`config.mk`:
```
export PLATFORM = sky130hd
export DESIGN_NAME = sack_gap_block_normalizer_core
export DESIGN_NICKNAME = d
export VERILOG_FILES = /design/src/rtl/sgbn_pkg.sv /design/src/rtl/sgbn_cell.sv /design/src/rtl/sgbn_merge.sv /design/src/rtl/sack_gap_block_normalizer_core.sv
export SDC_FILE = /design/constraint.sdc
export NUM_CORES = 2
export LEC_CHECK = 0
export ABC_AREA = 1
export BUFFER_PORTS_ARGS = -buffer_cell sky130_fd_sc_hd__buf_2
export CAP_MARGIN = 20
export CORE_MARGIN = 2
export CORE_UTILIZATION = 25
export CTS_BUF_LIST = sky130_fd_sc_hd__clkbuf_8
export DETAILED_ROUTE_END_ITERATION = 10
export PLACE_DENSITY = 0.39
export REMOVE_ABC_BUFFERS = 1
export SETUP_SLACK_MARGIN = 0.1
export SLEW_MARGIN = 10
export SYNTH_ARGS = -nofsm -noshare
export SYNTH_HDL_FRONTEND = slang
export SYNTH_SLANG_ARGS = --single-unit
```
`constraint.sdc`:
```
create_clock -name clk_i -period 4.9 [get_ports clk_i]
set_input_delay 0.49 -clock clk_i [delete_from_list [all_inputs] [get_ports clk_i]]
set_output_delay 0.49 -clock clk_i [all_outputs]
set_load 0.01 [all_outputs]
```
`src/rtl/sgbn_pkg.sv`:
```
// Shared types and constants for the SACK gap block normalizer.
package sgbn_pkg;

  // Number of sorting cells, one gap block per cell
  localparam int unsigned MaxBlocks = 32;
  localparam int unsigned OffsW     = 16;

  // One stored gap block
  typedef struct packed {
    logic             valid;
    logic [OffsW-1:0] start;
    logic [OffsW-1:0] stop;
  } blk_t;

  // Control broadcast to every cell of the chain
  typedef struct packed {
    logic             insert;
    logic             shift;
    logic [OffsW-1:0] blk_start;
    logic [OffsW-1:0] blk_stop;
  } chain_ctrl_t;

  // Status from the merge unit back to the controller
  typedef struct packed {
    logic shift;
    logic done;
  } merge_stat_t;

endpackage

```
`src/rtl/sgbn_cell.sv`:
```
// One sorting cell: holds a block, takes a new or shifted-in block, shifts out when draining.
module sgbn_cell (
  input  logic                 clk_i,
  input  logic                 rst_ni,
  input  sgbn_pkg::chain_ctrl_t ctrl_i,
  input  logic                 prev_take_i,
  input  sgbn_pkg::blk_t       prev_blk_i,
  input  sgbn_pkg::blk_t       next_blk_i,
  output logic                 take_o,
  output sgbn_pkg::blk_t       blk_o
);

  logic                       valid_q;
  logic [sgbn_pkg::OffsW-1:0] start_q, stop_q;
  sgbn_pkg::blk_t             blk_cur, blk_d;

  assign blk_cur = {valid_q, start_q, stop_q};

  // cell takes the insert when it is empty or the new block sorts before its content
  assign take_o = ctrl_i.insert && (!blk_cur.valid || (ctrl_i.blk_start < blk_cur.start));

  always_comb begin
    blk_d = blk_cur;
    if (ctrl_i.shift) begin
      blk_d = next_blk_i;
    end else if (take_o) begin
      if (prev_take_i) begin
        blk_d = prev_blk_i;
      end else begin
        blk_d.valid = 1'b1;
        blk_d.start = ctrl_i.blk_start;
        blk_d.stop  = ctrl_i.blk_stop;
      end
    end
  end

  // valid bit
  always_ff @(posedge clk_i or negedge rst_ni) begin
    if (!rst_ni) begin
      valid_q <= 1'b0;
    end else begin
      valid_q <= blk_d.valid;
    end
  end

  // offsets
  always_ff @(posedge clk_i) begin
    start_q <= blk_d.start;
    stop_q  <= blk_d.stop;
  end

  assign blk_o = blk_cur;

endmodule

```
`src/rtl/sgbn_merge.sv`:
```
// Merge unit: folds sorted blocks from the chain head and drives the output register.
module sgbn_merge (
  input  logic                         clk_i,
  input  logic                         rst_ni,
  input  logic                         emit_i,
  input  sgbn_pkg::blk_t               head_i,
  input  logic                         ovf_i,
  input  logic                         ready_i,
  output sgbn_pkg::merge_stat_t        stat_o,
  output logic                         valid_o,
  output logic [sgbn_pkg::OffsW-1:0]   start_o,
  output logic [sgbn_pkg::OffsW-1:0]   stop_o,
  output logic                         none_o,
  output logic                         ovf_o,
  output logic                         last_o
);

  logic                       cur_q, cur_d;
  logic [sgbn_pkg::OffsW-1:0] cs_q, cs_d, ce_q, ce_d;
  logic                       ov_q, ov_d;
  logic [sgbn_pkg::OffsW-1:0] os_q, os_d, oe_q, oe_d;
  logic                       on_q, on_d, oo_q, oo_d, ol_q, ol_d;
  logic                       out_free, touch;

  assign out_free = !ov_q || ready_i;
  // overlap or adjacency, one extra bit so end + 1 does not wrap
  assign touch = ({1'b0, ce_q} + 17'd1) >= {1'b0, head_i.start};

  always_comb begin
    cur_d = cur_q;
    cs_d  = cs_q;
    ce_d  = ce_q;
    ov_d  = ov_q && !ready_i;
    os_d  = os_q;
    oe_d  = oe_q;
    on_d  = on_q;
    oo_d  = oo_q;
    ol_d  = ol_q;
    stat_o = '0;
    if (emit_i) begin
      if (!cur_q) begin
        if (head_i.valid) begin
          // first block of the chunk
          cur_d = 1'b1;
          cs_d  = head_i.start;
          ce_d  = head_i.stop;
          stat_o.shift = 1'b1;
        end else if (out_free) begin
          // nothing survived
          ov_d = 1'b1;
          os_d = '0;
          oe_d = '0;
          on_d = 1'b1;
          oo_d = ovf_i;
          ol_d = 1'b1;
          stat_o.done = 1'b1;
        end
      end else if (head_i.valid && touch) begin
        if (head_i.stop > ce_q) begin
          ce_d = head_i.stop;
        end
        stat_o.shift = 1'b1;
      end else if (out_free) begin
        // close the current run
        ov_d = 1'b1;
        os_d = cs_q;
        oe_d = ce_q;
        on_d = 1'b0;
        oo_d = ovf_i;
        ol_d = !head_i.valid;
        if (head_i.valid) begin
          cs_d = head_i.start;
          ce_d = head_i.stop;
          stat_o.shift = 1'b1;
        end else begin
          cur_d = 1'b0;
          stat_o.done = 1'b1;
        end
      end
    end
  end

  // control
  always_ff @(posedge clk_i or negedge rst_ni) begin
    if (!rst_ni) begin
      cur_q <= 1'b0;
      ov_q  <= 1'b0;
    end else begin
      cur_q <= cur_d;
      ov_q  <= ov_d;
    end
  end

  // payload
  always_ff @(posedge clk_i) begin
    cs_q <= cs_d;
    ce_q <= ce_d;
    os_q <= os_d;
    oe_q <= oe_d;
    on_q <= on_d;
    oo_q <= oo_d;
    ol_q <= ol_d;
  end

  assign valid_o = ov_q;
  assign start_o = os_q;
  assign stop_o  = oe_q;
  assign none_o  = on_q;
  assign ovf_o   = oo_q;
  assign last_o  = ol_q;

endmodule

```
`src/rtl/sack_gap_block_normalizer_core.sv`:
```
// Top level of the SACK gap block normalizer: cell chain, merge unit and control.
// Gap blocks of one SACK chunk arrive one per beat; the sorting cell chain
// places each accepted block in order in the same cycle. Blocks with end
// below start are dropped; beyond 32 held blocks they are dropped and every
// result of the chunk shows overflowed. The beat with tlast starts draining:
// the chain shifts one block per cycle into the merge unit, but a block that
// opens a new run waits for room in the output register, and no input beat
// is taken during the drain. A chunk with no surviving block gives a single
// result flagged none_left. A finished result waits in the output register
// while the next chunk is being loaded.
module sack_gap_block_normalizer_core (
  input  logic        clk_i,
  input  logic        rst_ni,
  input  logic        s_axis_tvalid,
  output logic        s_axis_tready,
  input  logic [31:0] s_axis_tdata,  // [15:0] block_start, [31:16] block_end
  input  logic        s_axis_tuser,  // [0] has_block
  input  logic        s_axis_tlast,  // final_item
  output logic        m_axis_tvalid,
  input  logic        m_axis_tready,
  output logic [31:0] m_axis_tdata,  // [15:0] merged_start, [31:16] merged_end
  output logic [1:0]  m_axis_tuser,  // [0] none_left, [1] overflowed
  output logic        m_axis_tlast   // last_result
);

  localparam logic StIdle = 1'b0;
  localparam logic StEmit = 1'b1;

  localparam int unsigned N = sgbn_pkg::MaxBlocks;

  logic                  state_q, state_d;
  logic                  ovf_q, ovf_d;
  logic                  in_acc, blk_ok;
  sgbn_pkg::chain_ctrl_t ctrl;
  sgbn_pkg::merge_stat_t mstat;
  sgbn_pkg::blk_t        blk [N];
  logic                  take [N];
  logic                  full;
  logic                  chain_ok;

  assign s_axis_tready = (state_q == StIdle);
  assign in_acc = s_axis_tvalid && s_axis_tready;
  assign blk_ok = s_axis_tuser && (s_axis_tdata[31:16] >= s_axis_tdata[15:0]);
  assign full   = blk[N-1].valid;

  // chain control
  always_comb begin
    ctrl.insert    = in_acc && blk_ok && !full;
    ctrl.shift     = mstat.shift;
    ctrl.blk_start = s_axis_tdata[15:0];
    ctrl.blk_stop  = s_axis_tdata[31:16];
  end

  // sequencer and overflow flag
  always_comb begin
    state_d = state_q;
    ovf_d   = ovf_q;
    unique case (state_q)
      StIdle: begin
        if (in_acc) begin
          if (blk_ok && full) begin
            ovf_d = 1'b1;
          end
          if (s_axis_tlast) begin
            state_d = StEmit;
          end
        end
      end
      StEmit: begin
        if (mstat.done) begin
          state_d = StIdle;
          ovf_d   = 1'b0;
        end
      end
      default: state_d = StIdle;
    endcase
  end

  always_ff @(posedge clk_i or negedge rst_ni) begin
    if (!rst_ni) begin
      state_q <= StIdle;
      ovf_q   <= 1'b0;
    end else begin
      state_q <= state_d;
      ovf_q   <= ovf_d;
    end
  end

  // sorting cell chain
  for (genvar i = 0; i < N; i++) begin : g_cell
    sgbn_pkg::blk_t prev_blk, next_blk;
    logic           prev_take;
    if (i == 0) begin : g_first
      assign prev_blk  = '0;
      assign prev_take = 1'b0;
    end else begin : g_mid
      assign prev_blk  = blk[i-1];
      assign prev_take = take[i-1];
    end
    if (i == N - 1) begin : g_last
      assign next_blk = '0;
    end else begin : g_inner
      assign next_blk = blk[i+1];
    end
    sgbn_cell u_cell (
      .clk_i       (clk_i),
      .rst_ni      (rst_ni),
      .ctrl_i      (ctrl),
      .prev_take_i (prev_take),
      .prev_blk_i  (prev_blk),
      .next_blk_i  (next_blk),
      .take_o      (take[i]),
      .blk_o       (blk[i])
    );
  end

  // merge unit and output register
  sgbn_merge u_merge (
    .clk_i   (clk_i),
    .rst_ni  (rst_ni),
    .emit_i  (state_q == StEmit),
    .head_i  (blk[0]),
    .ovf_i   (ovf_q),
    .ready_i (m_axis_tready),
    .stat_o  (mstat),
    .valid_o (m_axis_tvalid),
    .start_o (m_axis_tdata[15:0]),
    .stop_o  (m_axis_tdata[31:16]),
    .none_o  (m_axis_tuser[0]),
    .ovf_o   (m_axis_tuser[1]),
    .last_o  (m_axis_tlast)
  );

  // chain invariant: held blocks are packed at the front and sorted by start
  always_comb begin
    chain_ok = 1'b1;
    for (int unsigned i = 0; i + 1 < N; i++) begin
      if (blk[i+1].valid && (!blk[i].valid || (blk[i+1].start < blk[i].start))) begin
        chain_ok = 1'b0;
      end
    end
  end

  a_chain_sorted: assert property (@(posedge clk_i) disable iff (!rst_ni)
    chain_ok)
    else $error("cell chain not packed and sorted");

  a_drain_empties: assert property (@(posedge clk_i) disable iff (!rst_ni)
    mstat.done |=> !blk[0].valid)
    else $error("chain not empty after drain");

  a_no_shift_idle: assert property (@(posedge clk_i) disable iff (!rst_ni)
    (state_q == StIdle) |-> !mstat.shift && !mstat.done)
    else $error("merge unit active while loading");

  a_none_is_last: assert property (@(posedge clk_i) disable iff (!rst_ni)
    (m_axis_tvalid && m_axis_tuser[0]) |-> m_axis_tlast && (m_axis_tdata == '0))
    else $error("empty-chunk result malformed");

endmodule

```
==> metrics.md <==
| Metric | Value |
|---|---|
| Clock transition at path regs | 0.07 ns |
| Pre-CTS WS | 0.434 ns |
| Final std cells w/o fill | 13,500 |
| Clock Tree Buf Depth | 4 |
| CP startpoint kind | flop |
| CTS Buf Count | 233 |
| Achievable frequency | 232 MHz |
| Post-CTS setup buffer count | 0 |
| Worst-path maximum fanout | 40 |
| PwrDens | 266 mW/mm^2 |
| Worst hold path class | input pin to flop |
| DIE HEIGHT | 550 um |
| Mapped Area | 0.0746 mm^2 |
| I/O pin count | 75 |
| Post-synth top flop | edfxtp_1 |
| Final worst-path setup slack | 0.594 ns |
| Clk_lat worst skew | 1.02 ns |
| Setup crit end kind | flop |
| Lkg Pwr | 38.3 nW |
| Psw | 0.00604 W |
| Full die area | 0.303 mm^2 |
| Sequential Power Share | 47.6% |
| Peak supply drop | 0.186 mV |
| Post-route ant nets | 0 |
| Final setup TNS | 0 ns |
| First-pass GRT wire length | 450,000 um |
| Via count | 65,700 |
| Synth warn | 0 |
| Starting Density | 25.1% |
| Final Hold Fails | 0 |
| Area post-placement | 0.0796 mm^2 |
| Post-synthesis register bit count | 1,127 |
| Top layer in use | met4 |
| Synth top area cells | edfxtp_1, nand2_1, nand3_1 |
| Yosys cell types | 36 |
| DRC viols | 0 |
| Metal1 wirelength | 143,000 um |
| Final nets | 9,937 |
| Slew Limit Headroom | 31.6% |
| I/O Buffers | 74 |
| Max-cap viol count | 0 |
| Critical Path AT | 4.97 ns |
| Crit Path Category | flop to flop |
| Drt first pass iters | 8 |
| Root Buffer | clkbuf_8 |
| Min Tclk post-route | 4.31 ns |
| CP required | 5.56 ns |
| Slew Limit Fails | 0 |
| DR vias/cell | 4.87 |
| Core footprint | 0.297 mm^2 |
| Clock Skew | 0.119 ns |
| Worst Tran Pin Value | 1.03 ns |
| CTS tree | yes |
| Design area | 0.0842 mm^2 |
| Chip width | 550 um |
| Post-CTS Resized | 0 |
| Post-synth top area share | 42.6% |
| Met2 WL post-DR | 137,000 um |
| Largest net degree at the start of global routing | 101 |
| RSZ-0062 raised after global routing | false |
| GRT Total Usage | 19.9% |
| Status | completed |
| GPL Wtd Cong | 0.830 |
| Initial antenna violation count | 6 |
| Int Power | 0.0164 W |
| WL/cell | 22.8 um |
| Synth area leader | edfxtp_1 |
| Clock power share | 44.0% |
| Final Setup Violations | 0 |
| Part of the cycle the worst path needs | 87.9% |
| HPWL Detailed | 209,000 um |
| H-tree depth | 4 |
| Vias in the first global route | 64,700 |
| Row cnt | 200 |
| Synth cell count leaders | nand2_1, nand3_1, edfxtp_1 |
| Async S/R FF share, synth | 3.19% |
| Placed Cells | 13,100 |
| Comb pwr share | 8.4% |
| Clock Sinks | 1,127 |
| 1st-iter DRT viols | 6,267 |
| Wirelength, routed | 308,000 um |
| Sw Share | 26.9% |
| Overflow after GRT | 0 |
| Met3 routed WL | 17,300 um |
| Syn Area/Cell | 7.92 um^2 |
| EDFF count, synth | 1,059 |
| Register area share after synthesis | 44.7% |
| Cells after synthesis | 9,415 |
| Area delta synth->final | 12.9% |
| Share of layout cells above drive strength 1 | 7.34% |
| Count leader, synth | nand2_1 |
worst paths after layout:
path,startpoint,endpoint,slack (ns),depth (start not counted)
worst max-delay path,flop,g_cell[28].u_cell.start_q[11]$_DFFE_PP_,0.59,20
worst min-delay path,s_axis_tvalid,ovf_q$_DFFE_PN0P_,0.11,4
worst max register to register,flop,g_cell[28].u_cell.start_q[11]$_DFFE_PP_,0.59,20
worst min register to register,g_cell[0].u_cell.start_q[14]$_DFFE_PP_,u_merge.cs_q[14]$_DFFE_PP_,0.45,0
max in group asynchronous,rst_ni,g_cell[29].u_cell.valid_q$_DFFE_PN0P_,4.03,3
min in group asynchronous,rst_ni,g_cell[13].u_cell.valid_q$_DFFE_PN0P_,0.19,3
cell families (layout without fill, tap and decap cells):
group	Yosys count	in the layout	synth area share [%]
xor gates and xnor gates	13	13	0.153
adders and majority gates	514	514	8.62
other	0	3	0
AOI/OAI and AO/OA	524	524	3.70
buffers and inverters	1450	1600	8.53
and+or+nand+nor	5787	5787	34.3
DFF	1127	1127	44.7
stage by stage:
step                hold slack [ns]  utilization, %  total power [W]
global route                  0.115            28.4           0.0233
floorplan                     0.194               -           0.0119
detailed placement            0.438            26.8           0.0127
global placement              0.431            26.8           0.0127
CTS                          0.0163            28.4           0.0227
finish                        0.106            28.4           0.0224
placed cells by master, fill, tap and decap left out, types with 2 or more instances in the layout:
cell,synthesis,routed
nor2_1,67,66
buf_2,128,74
o22ai_1,2,2
nand2_1,3586,3586
clkbuf_8,0,253
nand4_1,2,2
nand2_2,3,2
nor2_4,1,3
a21oi_1,299,299
dfxtp_1,32,32
nand3b_1,463,463
inv_1,800,867
diode_2,0,3
dlygate4sd3_1,0,17
o21ai_0,185,185
clkinv_2,0,30
nand3_1,1590,1590
ha_1,514,514
buf_4,11,227
clkinvlp_4,0,3
inv_6,0,3
clkinv_1,0,23
o31a_1,30,30
edfxtp_1,1059,1059
inv_2,1,26
inv_8,0,2
bufinv_16,0,9
nor3_1,70,70
o21a_1,2,2
buf_12,0,66
xor2_1,13,13
dfrtp_1,36,36
per-layer routing:
| metal | up-vias | track usage (%) |
|---|---|---|
| met2 | 2045 | 31.4 |
| met1 | 31900 | 27.9 |
| met5 | - | 0 |
| met4 | 0 | 6.41 |
| met3 | 485 | 2.51 |
| li1 | 31300 | - |
what timing repair did:
action | 4_1_cts | 5_1_grt
endpoints found under the setup margin | 0 | 0
hold buffers | 17 | 0
hold endpoints to repair | 52 | 0
power groups by stage:
stage | clock [W] | combinational, W | sequential, W
5_1_grt | 0.0106 | 0.00209 | 0.0107
2_1_floorplan | 0 | 0.000972 | 0.0109
6_report | 0.00986 | 0.00187 | 0.0107
4_1_cts | 0.0102 | 0.00188 | 0.0107
3_3_place_gp | 0 | 0.00182 | 0.0109
3_5_place_dp | 0 | 0.00185 | 0.0109
sequential cells by signal (all words and copies together) (netlist names), named ones only:
register	flops
u_merge.cur_q	1
u_merge.last_o	1
u_merge.start_o	16
u_merge.none_o	1
u_merge.valid_o	1
g_cell.u_cell.stop_q	512
g_cell.u_cell.start_q	512
u_merge.stop_o	16
u_merge.ovf_o	1
u_merge.cs_q	16
ovf_q	1
g_cell.u_cell.valid_q	32
state_q	1
critical path, stage by stage, from the launching register on:
cell,delay [ns]
edfxtp_1,0.43
nand2_1,0.09
nor2_1,0.09
nand2_1,0.08
nor2_1,0.16
nand3_1,0.17
nor4_1,0.37
xor2_1,0.23
ha_1,0.26
nand2_1,0.09
inv_1,0.06
o21ai_0,0.06
nand2_1,0.07
nand2_1,0.06
nor2_1,0.07
nor2_4,0.25
nand4_4,0.16
nand2_8,0.33
buf_4,0.46
nand2_1,0.17
buf_12,0.21
layout make-up:
cell class / count / area (um^2)
tap: 3939 / 4930
antenna: 3 / 7.51
clock buffer: 253 / 3480
sequential: 1127 / 33300
timing repair buffer: 384 / 3570
clock inverter: 162 / 907
inverter: 801 / 3020
multi-input combinational: 6838 / 34900
fill: 32400 / 213000
No activity file was read; power rests on OpenSTA's default activity.
